--- src/dwc_pkg.sv ---
`default_nettype none
// ----------------------------------------------------------------------------
// dwc_pkg
// Shared types, constants and calendar helpers of the date window condition.
// ----------------------------------------------------------------------------
package dwc_pkg;

	localparam int unsigned YEAR_W  = 12;
	localparam int unsigned MONTH_W = 4;
	localparam int unsigned DAY_W   = 5;
	localparam int unsigned YDAY_W  = 9;
	localparam int unsigned SEL_W   = 6;
	localparam int unsigned CNT_W   = 9;
	localparam int unsigned CFG_W   = 9;
	localparam int unsigned IDX_W   = 3;
	localparam int unsigned DIST_W  = 10;
	localparam int unsigned WDAY_W  = 11;

	// inverse of 25 modulo 2**12 and the largest image of a multiple of 25
	localparam logic [YEAR_W-1:0] DIV25_INV = 12'd3113;
	localparam logic [YEAR_W-1:0] DIV25_MAX = 12'd163;

	localparam logic [SEL_W-1:0] SEL_PERIOD   = 6'd0;
	localparam logic [SEL_W-1:0] SEL_LAST_DAY = 6'd32;

	typedef enum logic [IDX_W-1:0] {
		REG_START_DAY        = 3'd0,
		REG_START_MONTH      = 3'd1,
		REG_END_DAY          = 3'd2,
		REG_END_MONTH        = 3'd3,
		REG_PERIOD_DAYS      = 3'd4,
		REG_RUN_DAYS         = 3'd5,
		REG_MONTH_DAY_SELECT = 3'd6
	} dwc_reg_t;

	typedef struct packed {
		logic use_rem;
		logic direct_met;
	} dwc_side_t;

	// days before the first of month m in a common year, counted from January 1, for m of 3 and up
	function automatic logic [WDAY_W-1:0] month_offset(input logic [MONTH_W-1:0] m);
		logic [WDAY_W-1:0] ofs;
		case (m)
			4'd3:    ofs = 11'd59;
			4'd4:    ofs = 11'd90;
			4'd5:    ofs = 11'd120;
			4'd6:    ofs = 11'd151;
			4'd7:    ofs = 11'd181;
			4'd8:    ofs = 11'd212;
			4'd9:    ofs = 11'd243;
			4'd10:   ofs = 11'd273;
			4'd11:   ofs = 11'd304;
			4'd12:   ofs = 11'd334;
			4'd13:   ofs = 11'd365;
			4'd14:   ofs = 11'd396;
			4'd15:   ofs = 11'd426;
			default: ofs = 11'd0;
		endcase
		return ofs;
	endfunction

	// zero-based day of the year of a window edge; day zero of month 0 or 1 gives -1
	function automatic logic signed [WDAY_W-1:0] win_day(
		input logic [MONTH_W-1:0] m,
		input logic [DAY_W-1:0]   d,
		input logic               leap
	);
		logic signed [WDAY_W-1:0] dd;
		logic signed [WDAY_W-1:0] res;
		dd = $signed({{(WDAY_W-DAY_W){1'b0}}, d});
		if (m == 4'd2) begin
			res = dd + 11'sd30;
		end else if (m < 4'd3) begin
			res = dd - 11'sd1;
		end else begin
			res = dd - 11'sd1 + $signed(month_offset(m))
				+ $signed({{(WDAY_W-1){1'b0}}, leap});
		end
		return res;
	endfunction

	function automatic logic [DAY_W-1:0] last_day(
		input logic [MONTH_W-1:0] m,
		input logic               leap
	);
		logic [DAY_W-1:0] len;
		case (m)
			4'd2:                         len = leap ? 5'd29 : 5'd28;
			4'd4, 4'd6, 4'd9, 4'd11:      len = 5'd30;
			default:                      len = 5'd31;
		endcase
		return len;
	endfunction

	// one restoring step of the remainder; a zero divisor passes the bits through
	function automatic logic [DIST_W-1:0] rem_step(
		input logic [DIST_W-1:0] r,
		input logic              b,
		input logic [CNT_W-1:0]  p
	);
		logic [DIST_W-1:0] t;
		logic [DIST_W-1:0] pe;
		t  = {r[DIST_W-2:0], b};
		pe = {{(DIST_W-CNT_W){1'b0}}, p};
		return (t >= pe) ? t - pe : t;
	endfunction

endpackage
`default_nettype wire

--- src/date_window_condition.sv ---
`default_nettype none
// ----------------------------------------------------------------------------
// date_window_condition
// Checks one calendar date per transaction against a day/month window and a
// fixed-day or every-n-days schedule.
// ----------------------------------------------------------------------------
// Usage:
//   Dates enter on date_valid/date_stall with time_valid, year, month, day and
//   day_of_year; a transaction completes on an edge with valid high and stall
//   low. Each date yields exactly one condition_met on result_valid/
//   result_stall, in order.
//   The schedule registers are written through cfg_write/cfg_index/cfg_data
//   while no date is in flight.
//   Throughput is one date per cycle while result_stall stays low. The
//   pipeline has nine stages: year reduction, edge days, window check,
//   five remainder stages of two bits each, and the output register.
//   Reset empties the pipeline and loads the registers with their defaults
//   (window January 1 to January 1, period and run 1, period mode).
//   While result_stall holds, the result stays put and the stages behind it
//   keep filling; date_stall rises once the first stage cannot move.
// ----------------------------------------------------------------------------
module date_window_condition (
	input  logic                        clk,
	input  logic                        arst_n,
	input  logic                        cfg_write,
	input  logic [dwc_pkg::IDX_W-1:0]   cfg_index,
	input  logic [dwc_pkg::CFG_W-1:0]   cfg_data,
	input  logic                        date_valid,
	output logic                        date_stall,
	input  logic                        time_valid,
	input  logic [dwc_pkg::YEAR_W-1:0]  year,
	input  logic [dwc_pkg::MONTH_W-1:0] month,
	input  logic [dwc_pkg::DAY_W-1:0]   day,
	input  logic [dwc_pkg::YDAY_W-1:0]  day_of_year,
	output logic                        result_valid,
	input  logic                        result_stall,
	output logic                        condition_met
);

	logic [dwc_pkg::DAY_W-1:0]   start_day_q, end_day_q;
	logic [dwc_pkg::MONTH_W-1:0] start_month_q, end_month_q;
	logic [dwc_pkg::CNT_W-1:0]   period_days_q, run_days_q;
	logic [dwc_pkg::SEL_W-1:0]   month_day_select_q;

	always_ff @(posedge clk or negedge arst_n) begin
		if (!arst_n) begin
			start_day_q        <= 5'd1;
			start_month_q      <= 4'd1;
			end_day_q          <= 5'd1;
			end_month_q        <= 4'd1;
			period_days_q      <= 9'd1;
			run_days_q         <= 9'd1;
			month_day_select_q <= 6'd0;
		end else if (cfg_write) begin
			unique case (cfg_index)
				dwc_pkg::REG_START_DAY:        start_day_q        <= cfg_data[4:0];
				dwc_pkg::REG_START_MONTH:      start_month_q      <= cfg_data[3:0];
				dwc_pkg::REG_END_DAY:          end_day_q          <= cfg_data[4:0];
				dwc_pkg::REG_END_MONTH:        end_month_q        <= cfg_data[3:0];
				dwc_pkg::REG_PERIOD_DAYS:      period_days_q      <= cfg_data;
				dwc_pkg::REG_RUN_DAYS:         run_days_q         <= cfg_data;
				dwc_pkg::REG_MONTH_DAY_SELECT: month_day_select_q <= cfg_data[5:0];
				default: ;
			endcase
		end
	end

	logic valid_s1, valid_s2, valid_s3, valid_s9;
	logic adv_s1, adv_s2, adv_s3, adv_s9;
	logic rem_stall, rem_valid;
	logic [dwc_pkg::DIST_W-1:0] rem_out;
	dwc_pkg::dwc_side_t rem_side;

	assign adv_s9 = !valid_s9 || !result_stall;
	assign adv_s3 = !valid_s3 || !rem_stall;
	assign adv_s2 = !valid_s2 || adv_s3;
	assign adv_s1 = !valid_s1 || adv_s2;

	assign date_stall    = !adv_s1;
	assign result_valid  = valid_s9;

	always_ff @(posedge clk or negedge arst_n) begin
		if (!arst_n) begin
			valid_s1 <= 1'b0;
			valid_s2 <= 1'b0;
			valid_s3 <= 1'b0;
			valid_s9 <= 1'b0;
		end else begin
			if (adv_s1) valid_s1 <= date_valid;
			if (adv_s2) valid_s2 <= valid_s1;
			if (adv_s3) valid_s3 <= valid_s2;
			if (adv_s9) valid_s9 <= rem_valid;
		end
	end

	// stage 1: reduce year and previous year for the divisibility test
	logic [dwc_pkg::YEAR_W-1:0]  prev_c;
	logic                        tv_s1;
	logic [dwc_pkg::MONTH_W-1:0] month_s1;
	logic [dwc_pkg::DAY_W-1:0]   day_s1;
	logic [dwc_pkg::YDAY_W-1:0]  yday_s1;
	logic [3:0]                  year_lo_s1, prev_lo_s1;
	logic [dwc_pkg::YEAR_W-1:0]  mul_y_s1, mul_p_s1;

	assign prev_c = year - 12'd1;

	always_ff @(posedge clk) begin
		if (adv_s1) begin
			tv_s1      <= time_valid;
			month_s1   <= month;
			day_s1     <= day;
			yday_s1    <= day_of_year;
			year_lo_s1 <= year[3:0];
			prev_lo_s1 <= prev_c[3:0];
			mul_y_s1   <= 12'(year * dwc_pkg::DIV25_INV);
			mul_p_s1   <= 12'(prev_c * dwc_pkg::DIV25_INV);
		end
	end

	// stage 2: leap flags and window edge days
	logic leap_y_c, leap_p_c;
	logic signed [dwc_pkg::WDAY_W-1:0] ys_c, ye_c, sp_c;
	logic                        tv_s2, leap_y_s2, leap_p_s2;
	logic [dwc_pkg::MONTH_W-1:0] month_s2;
	logic [dwc_pkg::DAY_W-1:0]   day_s2;
	logic [dwc_pkg::YDAY_W-1:0]  yday_s2;
	logic signed [dwc_pkg::WDAY_W-1:0] ys_s2, ye_s2, sd_s2;

	assign leap_y_c = (year_lo_s1[1:0] == 2'd0)
		&& ((mul_y_s1 > dwc_pkg::DIV25_MAX) || (year_lo_s1 == 4'd0));
	assign leap_p_c = (prev_lo_s1[1:0] == 2'd0)
		&& ((mul_p_s1 > dwc_pkg::DIV25_MAX) || (prev_lo_s1 == 4'd0));
	assign ys_c = dwc_pkg::win_day(start_month_q, start_day_q, leap_y_c);
	assign ye_c = dwc_pkg::win_day(end_month_q, end_day_q, leap_y_c);
	assign sp_c = dwc_pkg::win_day(start_month_q, start_day_q, leap_p_c);

	always_ff @(posedge clk) begin
		if (adv_s2) begin
			tv_s2     <= tv_s1;
			month_s2  <= month_s1;
			day_s2    <= day_s1;
			yday_s2   <= yday_s1;
			leap_y_s2 <= leap_y_c;
			leap_p_s2 <= leap_p_c;
			ys_s2     <= ys_c;
			ye_s2     <= ye_c;
			sd_s2     <= (start_month_q > month_s1) ? sp_c : ys_c;
		end
	end

	// stage 3: window test, fixed-day match and distance from window start
	logic signed [dwc_pkg::WDAY_W-1:0] yday_sg, dist_c, dist_adj;
	logic                        win_c, day_hit_c, sel_zero;
	logic [dwc_pkg::SEL_W-1:0]   target_c;
	logic                        tv_s3;
	dwc_pkg::dwc_side_t          side_c, side_s3;
	logic [dwc_pkg::DIST_W-1:0]  delta_s3;

	assign yday_sg = $signed({2'b00, yday_s2});

	always_comb begin
		if (ys_s2 <= ye_s2) begin
			win_c = ((month_s2 > start_month_q) && (month_s2 < end_month_q))
				|| (((month_s2 == start_month_q) || (month_s2 == end_month_q))
				&& (yday_sg >= ys_s2) && (yday_sg <= ye_s2));
		end else begin
			win_c = (month_s2 > start_month_q) || (month_s2 < end_month_q)
				|| ((month_s2 == start_month_q) && (yday_sg >= ys_s2))
				|| ((month_s2 == end_month_q) && (yday_sg <= ye_s2));
		end
	end

	assign target_c  = (month_day_select_q == dwc_pkg::SEL_LAST_DAY)
		? {1'b0, dwc_pkg::last_day(month_s2, leap_y_s2)} : month_day_select_q;
	assign day_hit_c = ({1'b0, day_s2} == target_c);
	assign sel_zero  = (month_day_select_q == dwc_pkg::SEL_PERIOD);

	assign dist_c   = yday_sg - sd_s2;
	assign dist_adj = dist_c[dwc_pkg::WDAY_W-1]
		? dist_c + (leap_p_s2 ? 11'sd366 : 11'sd365) : dist_c;

	assign side_c.use_rem    = tv_s2 && win_c && sel_zero && !dist_adj[dwc_pkg::WDAY_W-1];
	assign side_c.direct_met = tv_s2 && win_c && !sel_zero && day_hit_c;

	always_ff @(posedge clk) begin
		if (adv_s3) begin
			tv_s3    <= tv_s2;
			side_s3  <= side_c;
			delta_s3 <= dist_adj[dwc_pkg::DIST_W-1:0];
		end
	end

	dwc_rem u_rem (
		.clk       (clk),
		.arst_n    (arst_n),
		.period    (period_days_q),
		.in_valid  (valid_s3),
		.in_stall  (rem_stall),
		.in_delta  (delta_s3),
		.in_side   (side_s3),
		.out_valid (rem_valid),
		.out_stall (!adv_s9),
		.out_rem   (rem_out),
		.out_side  (rem_side)
	);

	// output register
	logic met_s9;

	always_ff @(posedge clk) begin
		if (adv_s9) begin
			met_s9 <= rem_side.use_rem
				? (rem_out < {1'b0, run_days_q}) : rem_side.direct_met;
		end
	end

	assign condition_met = met_s9;

	a_stall_full: assert property (@(posedge clk) disable iff (!arst_n)
		date_stall |-> valid_s1)
		else $error("date channel stalls with an empty first stage");

	a_mode_excl: assert property (@(posedge clk) disable iff (!arst_n)
		valid_s3 |-> !(side_s3.use_rem && side_s3.direct_met))
		else $error("period and fixed-day results both selected");

	a_no_time: assert property (@(posedge clk) disable iff (!arst_n)
		valid_s3 && !tv_s3 |-> (!side_s3.use_rem && !side_s3.direct_met))
		else $error("date without valid time can still match");

endmodule
`default_nettype wire

--- src/dwc_rem.sv ---
`default_nettype none
// ----------------------------------------------------------------------------
// dwc_rem
// Five-stage remainder pipeline: two restoring steps per stage, side flags
// carried along with the data, one transaction per cycle when not stalled.
// ----------------------------------------------------------------------------
module dwc_rem (
	input  logic                       clk,
	input  logic                       arst_n,
	input  logic [dwc_pkg::CNT_W-1:0]  period,
	input  logic                       in_valid,
	output logic                       in_stall,
	input  logic [dwc_pkg::DIST_W-1:0] in_delta,
	input  dwc_pkg::dwc_side_t         in_side,
	output logic                       out_valid,
	input  logic                       out_stall,
	output logic [dwc_pkg::DIST_W-1:0] out_rem,
	output dwc_pkg::dwc_side_t         out_side
);

	logic valid_s1, valid_s2, valid_s3, valid_s4, valid_s5;
	logic adv_s1, adv_s2, adv_s3, adv_s4, adv_s5;
	logic [dwc_pkg::DIST_W-1:0] dvd_s1, dvd_s2, dvd_s3, dvd_s4;
	logic [dwc_pkg::DIST_W-1:0] rem_s1, rem_s2, rem_s3, rem_s4, rem_s5;
	dwc_pkg::dwc_side_t side_s1, side_s2, side_s3, side_s4, side_s5;

	assign adv_s5 = !valid_s5 || !out_stall;
	assign adv_s4 = !valid_s4 || adv_s5;
	assign adv_s3 = !valid_s3 || adv_s4;
	assign adv_s2 = !valid_s2 || adv_s3;
	assign adv_s1 = !valid_s1 || adv_s2;

	assign in_stall  = !adv_s1;
	assign out_valid = valid_s5;
	assign out_rem   = rem_s5;
	assign out_side  = side_s5;

	always_ff @(posedge clk or negedge arst_n) begin
		if (!arst_n) begin
			valid_s1 <= 1'b0;
			valid_s2 <= 1'b0;
			valid_s3 <= 1'b0;
			valid_s4 <= 1'b0;
			valid_s5 <= 1'b0;
		end else begin
			if (adv_s1) valid_s1 <= in_valid;
			if (adv_s2) valid_s2 <= valid_s1;
			if (adv_s3) valid_s3 <= valid_s2;
			if (adv_s4) valid_s4 <= valid_s3;
			if (adv_s5) valid_s5 <= valid_s4;
		end
	end

	always_ff @(posedge clk) begin
		if (adv_s1) begin
			dvd_s1  <= in_delta;
			side_s1 <= in_side;
			rem_s1  <= dwc_pkg::rem_step(dwc_pkg::rem_step('0, in_delta[9], period),
				in_delta[8], period);
		end
		if (adv_s2) begin
			dvd_s2  <= dvd_s1;
			side_s2 <= side_s1;
			rem_s2  <= dwc_pkg::rem_step(dwc_pkg::rem_step(rem_s1, dvd_s1[7], period),
				dvd_s1[6], period);
		end
		if (adv_s3) begin
			dvd_s3  <= dvd_s2;
			side_s3 <= side_s2;
			rem_s3  <= dwc_pkg::rem_step(dwc_pkg::rem_step(rem_s2, dvd_s2[5], period),
				dvd_s2[4], period);
		end
		if (adv_s4) begin
			dvd_s4  <= dvd_s3;
			side_s4 <= side_s3;
			rem_s4  <= dwc_pkg::rem_step(dwc_pkg::rem_step(rem_s3, dvd_s3[3], period),
				dvd_s3[2], period);
		end
		if (adv_s5) begin
			side_s5 <= side_s4;
			rem_s5  <= dwc_pkg::rem_step(dwc_pkg::rem_step(rem_s4, dvd_s4[1], period),
				dvd_s4[0], period);
		end
	end

	a_stall_full: assert property (@(posedge clk) disable iff (!arst_n)
		in_stall |-> valid_s1)
		else $error("remainder pipeline stalls with an empty first stage");

	a_hold_s4: assert property (@(posedge clk) disable iff (!arst_n)
		valid_s4 && valid_s5 && out_stall |=> valid_s4)
		else $error("remainder stage four dropped a transaction under stall");

endmodule
`default_nettype wire

--- config.mk ---
export PLATFORM = sky130hd
export DESIGN_NAME = date_window_condition
export DESIGN_NICKNAME = d
export VERILOG_FILES = /design/src/dwc_pkg.sv /design/src/date_window_condition.sv /design/src/dwc_rem.sv
export SDC_FILE = /design/constraint.sdc
export NUM_CORES = 1
export LEC_CHECK = 0
export BUFFER_PORTS_ARGS = -buffer_cell sky130_fd_sc_hd__buf_4
export CORE_MARGIN = 3
export CORE_UTILIZATION = 62
export CTS_CLUSTER_SIZE = 8
export DETAILED_ROUTE_END_ITERATION = 7
export PLACE_DENSITY = 0.78
export SETUP_SLACK_MARGIN = 0.15
export SYNTH_ARGS = -nofsm -noshare
export SYNTH_HDL_FRONTEND = slang
export SYNTH_SLANG_ARGS = --single-unit
--- constraint.sdc ---
create_clock -name clk -period 4.9 [get_ports clk]
set_input_delay 0.245 -clock clk [delete_from_list [all_inputs] [get_ports clk]]
set_output_delay 0.245 -clock clk [all_outputs]
set_load 0.01 [all_outputs]
# Yosys cells after proc, flatten, opt, wreduce, memory -nomap -nowiden
# Memories as Yosys holds them, arrays and structs flattened.
# Cells that the tools add are included.
# Widths: inputs -> output; s select.
# word_totals
regBits	245
rom_bits	432
word_cells	207
n_memories	3
# op_classes
n_addsub	23
n_mul	2
n_lt_le_gt_ge	21
eq_ne	17
n_mux	30
reduce_logical	55
# memory_table
memory	depth	width	rd	rd_ports_with_merged_regs	write_ports	line_no	text
(no name shown)	16	9	1	0	0	dwc_pkg.sv:44	case (m)
(no name shown)	16	9	1	0	0	dwc_pkg.sv:44	
(no name shown)	16	9	1	0	0	dwc_pkg.sv:44	
# op_table
cell	count
$mux 11	14
$ge 10x9->1	9
$mux 9	9
$sub 9x9->9	8
$add 11x2->11	3
$add 6x11->11	3
$gt 12x8->1 const B	2
$mul 12x11->12 const B	2
$logic_or 1x1->1	16
$reduce_and 2->1	7
$logic_not 1->1	13
$add 5x5->6 const B	2
$eq 4x2->1 const B	3
$logic_and 1x1->1	12
$sub 12x1->12 const B	1
$sub 5x1->6 const B	2
$add 11x10->11	1
$ge 10x11->1	1
$le 10x11->1	1
$le 11x11->1	1
$sub 10x11->11	1
$lt 10x9->1	1
$mux 10	1
$sub 10x9->10	1
22 further kinds	34

# Logic depth before layout (Yosys ltp)
# Gate-level depths: netlist of run 1.
# depth
depth_word	11
mapped_depth	22
mapped_depth_nobuf	20

# By module
# A second synthesis of run 1 with hierarchy kept.
# hier_totals
hier_cells	1692
area_unflattened_um2	17984.7
# modules_own_cells
module	n_inst	cells_per_inst	area_each_um2	seq_area_each_um2
date_window_condition	1	1052	11120.7	4521.8
dwc_rem	1	640	6864.1	2407.3

# Worst setup path before layout of run 1
# OpenSTA, ideal clock, no wires.
# synth_path
kind	register to register
startpoint	register period_days_q[1] in the netlist's numbering
endpoint	register u_rem.rem_s3[1] in the netlist's numbering (data pin)
setup_time_ns	0.260
t_arrival_ns	4.219
required_ns	4.640
path_slack_ns	0.421
path_stages_with_launch	20
n_path_buf	2
period_less_slack_ns	4.479
path_cell_list	dfrtp_1 inv_1 fa_1 a21o_1 a21oi_1 nor2_1 o31a_1 nor2_2 buf_2 o21ai_0 fa_1 a21o_1 a21oi_1 nor2_1 nor2_1 nand2_1 o21ai_0 nand3b_1 buf_2 mux2_2
# synth_via
elab_chain_len	4
elab_cells_between_ends	6
cone_classes	add/sub: 2; order compare: 2; mux: 2
# synth_lines
element	line_no	text
start, declared	date_window_condition.sv:42	logic [dwc_pkg::CNT_W-1:0] period_days_q, run_days_q;
start signal, assigned	date_window_condition.sv:60	dwc_pkg::REG_PERIOD_DAYS: period_days_q <= cfg_data;
$ge 10x9->1 / $sub 9x9->9 (equally long branches)	dwc_pkg.sv:106	return (t >= pe) ? t - pe : t;
$mux 9	dwc_pkg.sv:106	
$sub 9x9->9 / $ge 10x9->1 (equally long branches)	dwc_pkg.sv:106	
$mux 9 (*)	dwc_pkg.sv:106	
end signal, assigned	dwc_rem.sv:70	rem_s3 <= dwc_pkg::rem_step(dwc_pkg::rem_step(rem_s2, dvd_s2[5], period),
end, declared	dwc_rem.sv:24	logic [dwc_pkg::DIST_W-1:0] rem_s1, rem_s2, rem_s3, rem_s4, rem_s5;
# Mark *: on every way between the ends. The rest lies on a longest branch, timed or not.
# A chain may end at the register's enable or synchronous reset.

# Worst setup path after layout of run 1
# layout_path
startpoint	register period_days_q[0] in the netlist's numbering
endpoint	register u_rem.rem_s5, in the netlist u_rem.out_rem[2] (data pin)
# layout_via
elab_chain_len	4
elab_cells_between_ends	6
cone_classes	add/sub: 2; order compare: 2; mux: 2
# layout_lines
element	line_no	text
$sub 9x9->9 / $ge 10x9->1 (equally long branches)	dwc_pkg.sv:106	
$mux 9	dwc_pkg.sv:106	
$sub 10x9->10 / $ge 10x9->1 (equally long branches)	dwc_pkg.sv:106	
$mux 10 (*)	dwc_pkg.sv:106	
end signal, assigned	dwc_rem.sv:81	rem_s5 <= dwc_pkg::rem_step(dwc_pkg::rem_step(rem_s4, dvd_s4[1], period),
end, declared	dwc_rem.sv:24	
# Marks and branches as above.

==> run metrics, run 1 <==
outcome=finished, final reports clean; Critical Path, Cell by Cell=ha_1 > inv_1 > fa_1 > a21o_1 > a21oi_4 > nor2_1 > o31ai_2 > and3b_2 > nand2_1 > o21ai_0 > ha_1 > a21o_1 > a21o_1 > a21oi_1 > nor2_1 > o21a_1 > nor2_4 > mux2_2; TritonCTS clock tree=yes; Hold Fails Final Rpt=0; Synth cell types=76; clock group share of total power=14.7%; Iter 0 DRT Violations=just under 900; Die Y=around 170 µm; syn_nets=between 2k and 2.5k; GPL Wtd Cong=around 0.9; CP Class=flip-flop to flip-flop; number of flops mapped to enable cells by yosys=188; commonest non-fill, non-tap cell in the layout=ha_1; worst hold margin=~0.019 ns; Max Freq=around 220 MHz; Yosys warning count=0; ANT cells=0; Crit path arrival time=4.78 ns; register area share after synthesis=39.2%; initial core utilization=63.3%; nature of the critical path startpoint=flip-flop; Synth area leader=edfxtp_1; RSZ-0062 raised after global routing=no; DP HPWL=~30000 µm; drt wl/cell=17.9 µm; Max Slew Vio Count=0; top_reg_cell synth=edfxtp_1; clk root buf=clkbuf_16; post-layout min period=between 4 and 5 ns; Setup Viol. Count Final=0; Post-Layout Cell Count=2246; first-pass GRT wire length=65400 µm; Synth area leaders=edfxtp_1 (32%), ha_1 (16%), dfrtp_1 (6.4%); CP Data Required Time=just over 5 ns; Critical Path Sink Type=flip-flop; max cap viols=0; initial antenna violation count=0; GRT Util Overall=26.4%; fill cell instance count of the final layout=2041; DP Cell Count=between 2k and 2.5k; Slowest Stage Delay on Critical Path=about 0.56 ns; FF/Latch Area=0.00693 mm²; pin count of the biggest net entering global routing=52; Core Rows=a little over 60; cts bufs inserted=36; syn_area_per_cell=10.3 µm²; GRT overflow=0; min-delay worst type=primary input to flip-flop; area of the multi-input gates=between 0.01 and 0.015 mm²; Die W=175 µm; post-synth top area share=31.9%; crit-path max FO=8; switching part of the total=40.5%; clock buffer depth=3; total wire length=slightly above 40000 µm; clock latency on the worst-skew pair=roughly 0.51 ns; Flop pwr share=24.3%; Post-Syn Area=approximately 0.018 mm²; port buffer count=50; crit-path most repeated cell=a21o_1; ys async rst share=between 20% and 30%; clk sink count=239; worst slew pin tran=1.03 ns; layout cells sized above 1=13.4%; fin crit share=between 90% and 100%; CP max stage cell=dfstp_2; Critical path buffers and inverters=1; clock skew=0.0125 ns; vias in the first global route=~13k; Clock Pin Slew Worst Setup and Hold Paths=around 0.050 ns; Post-Synthesis Cells=between 1.5k and 2k; Internal=9.38 mW; PD cells=roughly 780 mW/mm²; first-pass detailed-route iteration total=5; TNS Setup=0 ns; Max VDD drop=between 0.0003 and 0.0004 V; H-tree depth=2; NumNets Final=2147; sw power=about 6.4 mW; Top Family by Delay on Critical Path=compound AO/OA/AOI/OAI gates; vias per inst=around 5.8; commonest non-fill, non-tap cells in the layout=ha_1 (229), edfxtp_1 (188), inv_1 (154), nand2_1 (124), a21oi_1 (122); area of the die=approximately 0.031 mm²; DR vias=approximately 13k; power share of the combinational group=around three fifths; I/O pin count=51; detailed-route DRC error count=0; Routed Antenna Nets=0; core footprint=between 0.02 and 0.03 mm²; post-synthesis register bit count=~240; Slew headroom=31.1%; leak pwr=approximately 9 nW; Area growth, synth to finish=13.8%
[worst register-to-register path: cells and delay by family (launching register included)]
family          cells  cell delay, ns
compound gates      8            1.55
fa+ha+maj           3            0.93
buf+inv             1            0.06
flops               1            0.56
mux                 1            0.37
simple gates        5            0.80
[sequential cells by signal (all words and copies together), names as in the netlist, 10 cells and up]
signal / count
delta_s3: 10
sd_s2: 11
u_rem.out_rem: 10
ye_s2: 11
ys_s2: 11
[cell families (layout without fill, tap and decap cells)]
logic type               count (synthesis)  count (layout)  share of synthesized area [%]
AND/OR/NAND/NOR                        436             436                           12.1
flip-flops                             239             239                           39.2
adder cells (fa/ha/maj)                259             259                           19.6
multiplexers                            80              80                           5.21
AO/OA/AOI/OAI                          379             379                           13.0
XOR/XNOR                               136             136                           6.81
buffers and inverters                  187             339                           4.09
[synth_stat cells (4+ instances only)]
cell type    n
nor4_1       6
a21o_1      34
clkbuf_1    22
xor2_1      45
o21bai_1    15
o31a_1       6
nor3b_1      4
nand4_1     23
o211a_1      4
nor2_1     108
o21a_1       8
and3_1       7
dfstp_2      6
a21oi_1    126
a211oi_1    12
nand2_1    125
o21ai_1      6
or2_2       10
fa_1        29
nand2b_1    20
edfxtp_1   188
nor3_1      39
o21ai_0    110
o22ai_1      4
and2_1       8
nor2_2       4
nor2b_1     37
buf_2        8
mux2_2      68
a21boi_0     4
nand3_1     16
o31ai_1      9
or3_1        8
a31oi_1     11
a211o_1      5
xnor2_1     90
dfrtp_1     45
ha_1       230
inv_1      155
mux2i_1      8
[final cells by class]
cell class              instances  area share [%]
clock inverters                 2           0.118
multi-input cells            1290            50.2
clock buffers                  64            5.21
repair buffers                118            4.80
flip-flops and latches        239            34.4
well taps                     378            2.35
inverters                     155            2.91
[per-layer routing]
metal  part of all wire (%)  up-vias  wire length (µm)  track usage, %
li1                       -     6420                 -               -
met1                     42     6255             16700            33.8
met2                     51      377             20400            47.1
met3                    4.9       86              1990            3.02
met4                    3.0        0              1220            7.81
met5                      0        -                 0               0
[power groups by stage]
stage	clock network, mW	registers [mW]	logic [mW]
floorplan	0	3.66	7.38
global placement	0	3.82	8.84
detailed placement	0	3.84	9.11
CTS	2.36	3.82	9.33
global route	2.45	3.88	10.7
finish	2.32	3.82	9.61
[path summary, 6_finish.rpt]
kind / start / endpoint / slack, ns / cells after the start
min: year[3] / year_lo_s1[3] / 0.02 / 1
max in group asynchronous: arst_n / period_days_q[1] / 4.02 / 2
max: period_days_q[0] / u_rem.out_rem[2] / 0.37 / 18
min in group asynchronous: arst_n / result_valid / 0.34 / 2
max reg2reg: period_days_q[0] / u_rem.out_rem[2] / 0.37 / 18
min reg2reg: u_rem.dvd_s1[0] / u_rem.dvd_s2[0] / 0.41 / 0
[stage by stage]
step,utilization (%),area (µm²),power (mW),setup WS (ns)
4_1_cts,71.6,20000,15.5,0.0712
5_1_grt,72.1,20100,17.0,0.125
3_3_place_gp,66.6,18600,12.7,0.182
3_5_place_dp,66.6,18600,12.9,0.0329
6_report,72.1,20100,15.8,0.372
2_1_floorplan,-,17700,11.0,0.421
[repair_timing]
action / in CTS / in global routing
hold endpoints to repair: 72 / 0
buffers inserted: 5 / 8
resized for setup: 0 / 20
pin swaps: 1 / 3
endpoints found under the setup margin: 17 / 36
hold buffers: 27 / 0
(Power assumes the default switching activity.)
==> inputs of run 2 (changes only) <==
--- a/config.mk
+++ b/config.mk
@@ -6,6 +6,7 @@
 export NUM_CORES = 1
 export LEC_CHECK = 0
 export BUFFER_PORTS_ARGS = -buffer_cell sky130_fd_sc_hd__buf_4
+export CORE_ASPECT_RATIO = 1.1
 export CORE_MARGIN = 3
 export CORE_UTILIZATION = 62
 export CTS_CLUSTER_SIZE = 8
==> run 2 against run 1 <==
Net effect:
- clock power fell by 2%
- die area barely moved
- via count rose by 0.60%
- critical path depth did not move
- register-to-register slack got worse by 0.04 ns
- fmax fell by 0.83%
- clock skew rose by 0.0041 ns
- sequential power barely moved
- hold slack improved by 0.010 ns
- critical endpoint is now u_rem.out_rem[5]
==> run metrics, run 2 (synthesis gave the netlist of run 1 again) <==
outcome=finished, final reports clean (unchanged); Die W=167 µm (was 175 µm); DP Cell Count=2123 (was 2140); Setup Viol. Count Final=0 (unchanged); layout cells sized above 1=13.1% (was 13.4%); Max Slew Vio Count=0 (unchanged); initial antenna violation count=1 (was 0); TritonCTS clock tree=yes (unchanged); clk root buf=clkbuf_16 (unchanged); drt wl/cell=18.4 µm (was 17.9 µm); Core Rows=64 (was 61); initial core utilization=63.3% (about the same); vias per inst=5.95 (was 5.85); nature of the critical path startpoint=flip-flop (unchanged); max layer used=met4 (unchanged); fin crit share=93.2% (was 92.4%); pin count of the biggest net entering global routing=54 (was 52); commonest non-fill, non-tap cells in the layout=ha_1 (229), edfxtp_1 (188), inv_1 (154), nand2_1 (124), a21oi_1 (123) (was ha_1 (229), edfxtp_1 (188), inv_1 (154), nand2_1 (124), a21oi_1 (122)); PD cells=783 mW/mm² (about the same); clock latency on the worst-skew pair=0.50 ns (was 0.51 ns); ANT cells=0 (unchanged); clk sink count=239 (unchanged); Die Y=183 µm (was 175 µm); CP Data Required Time=5.14 ns (was 5.15 ns); Post-Layout Cell Count=2222 (was 2246); port buffer count=50 (unchanged); min-delay worst type=primary input to flip-flop (unchanged); Iter 0 DRT Violations=866 (was 877); met3 wire length=1820 µm (was 1990 µm); GPL Wtd Cong=0.912 (was 0.919); DP HPWL=30300 µm (was 29700 µm); Crit path arrival time=4.81 ns (was 4.78 ns); Hold Fails Final Rpt=0 (unchanged); detailed-route DRC error count=0 (unchanged); NumNets Final=2141 (was 2147); first-pass GRT wire length=66800 µm (was 65400 µm); Max VDD drop=0.000769 V (was 0.000371 V); CP Class=flip-flop to flip-flop (unchanged); Slew headroom=18.2% (was 31.1%); total wire length=40800 µm (was 40300 µm); clock skew=0.0166 ns (was 0.0125 ns); WL met2=20900 µm (was 20400 µm); core footprint=0.0279 mm² (about the same); Area growth, synth to finish=13.1% (was 13.8%); worst slew pin tran=1.22 ns (was 1.03 ns); Max Freq=219 MHz (was 221 MHz); cts bufs inserted=36 (unchanged); GRT overflow=0 (unchanged); biggest regs=sd_s2: 11 flops, ye_s2: 11 flops, ys_s2: 11 flops (unchanged); H-tree depth=2 (unchanged); fill cell instance count of the final layout=1983 (was 2041); vias in the first global route=13.6k (was 13.0k); area of the die=0.0306 mm² (about the same); first-pass detailed-route iteration total=7 (was 5); commonest non-fill, non-tap cell in the layout=ha_1 (unchanged); leak pwr=8.80 nW (was 8.84 nW); I/O pin count=51 (unchanged); crit-path max FO=7 (was 8); Routed Antenna Nets=0 (unchanged); Clock Pin Slew Worst Setup and Hold Paths=0.05 ns (about the same); max cap viols=0 (unchanged); post-layout min period=4.57 ns (was 4.53 ns); clock buffer depth=3 (unchanged); GRT Util Overall=26.8% (was 26.4%); DR vias=13.2k (was 13.1k); Critical Path Sink Type=flip-flop (unchanged); TNS Setup=0 ns (unchanged); RSZ-0062 raised after global routing=no (unchanged); Metal-1 WL=16400 µm (was 16700 µm)
## run 2: timing repair
action / CTS / global route
hold endpoints to repair: 69 / 0
pin swaps: 1 / 3
gates resized for setup: 0 / 13
setup endpoints to repair: 17 / 37
hold buffers: 25 / 0
buffers inserted: 7 / 4
## run 2: area by class of cell
| class | count | area [µm²] | share of cell area (%) |
|---|---|---|---|
| clock inverters | 1 | 7.51 | 0.0375 |
| repair buffers | 112 | 913 | 4.57 |
| well taps | 363 | 454 | 2.27 |
| clock buffers | 62 | 1030 | 5.15 |
| flip-flops and latches | 239 | 6930 | 34.6 |
| multi-input cells | 1290 | 10100 | 50.4 |
| inverters | 155 | 586 | 2.93 |
## run 2: final timing paths
path / slack, ns / to / start / cells after the start
max: 0.33 / u_rem.out_rem[5] / period_days_q[0] / 18
min: 0.03 / period_days_q[6] / cfg_data[6] / 3
max reg2reg: 0.33 / u_rem.out_rem[5] / period_days_q[0] / 18
min reg2reg: 0.41 / u_rem.dvd_s1[6] / delta_s3[6] / 0
max in group asynchronous: 4.00 / month_day_select_q[0] / arst_n / 2
min in group asynchronous: 0.38 / result_valid / arst_n / 2
## run 2: metal layers
layer  global-route usage (%)  vias up
met5                        0        -
met4                     11.5        0
met3                     3.41      111
met2                     48.4      357
met1                     32.5     6355
li1                         -     6394
## run 2: power by group
part | total (mW) | internal [mW] | leakage (nW) | switching, mW
logic | 9.58 | 4.51 | 5.71 | 5.07
registers | 3.81 | 3.41 | 2.60 | 0.404
clock network | 2.27 | 1.41 | 0.492 | 0.858
## run 2: through the flow
step                      power (mW)  util (%)  hold WS, ns  cell area, µm²  worst slack (ns)
after global routing            17.0      71.6       0.0157           20000             0.139
after detailed placement        13.0      66.5        0.339           18600            0.0391
after global placement          12.6      66.5        0.335           18600             0.165
after floorplan                 11.0         -      -0.0506           17700             0.421
after CTS                       15.5      71.3       0.0125           19900             0.161
final                           15.7      71.6       0.0289           20000             0.335
## run 2: critical path, stage by stage (launching register included)
cell and delay (ns):
dfstp_2 0.62, ha_1 0.18, inv_1 0.06, fa_1 0.41, a21o_1 0.19, a21oi_2 0.16
nor2_1 0.08, o31ai_2 0.30, and3b_2 0.31, nand2_1 0.06, o21ai_0 0.18, ha_1 0.37
a21o_1 0.18, a21o_1 0.17, a21oi_1 0.15, nor2_1 0.06, o21a_1 0.23, nor2_4 0.26
mux2_2 0.36
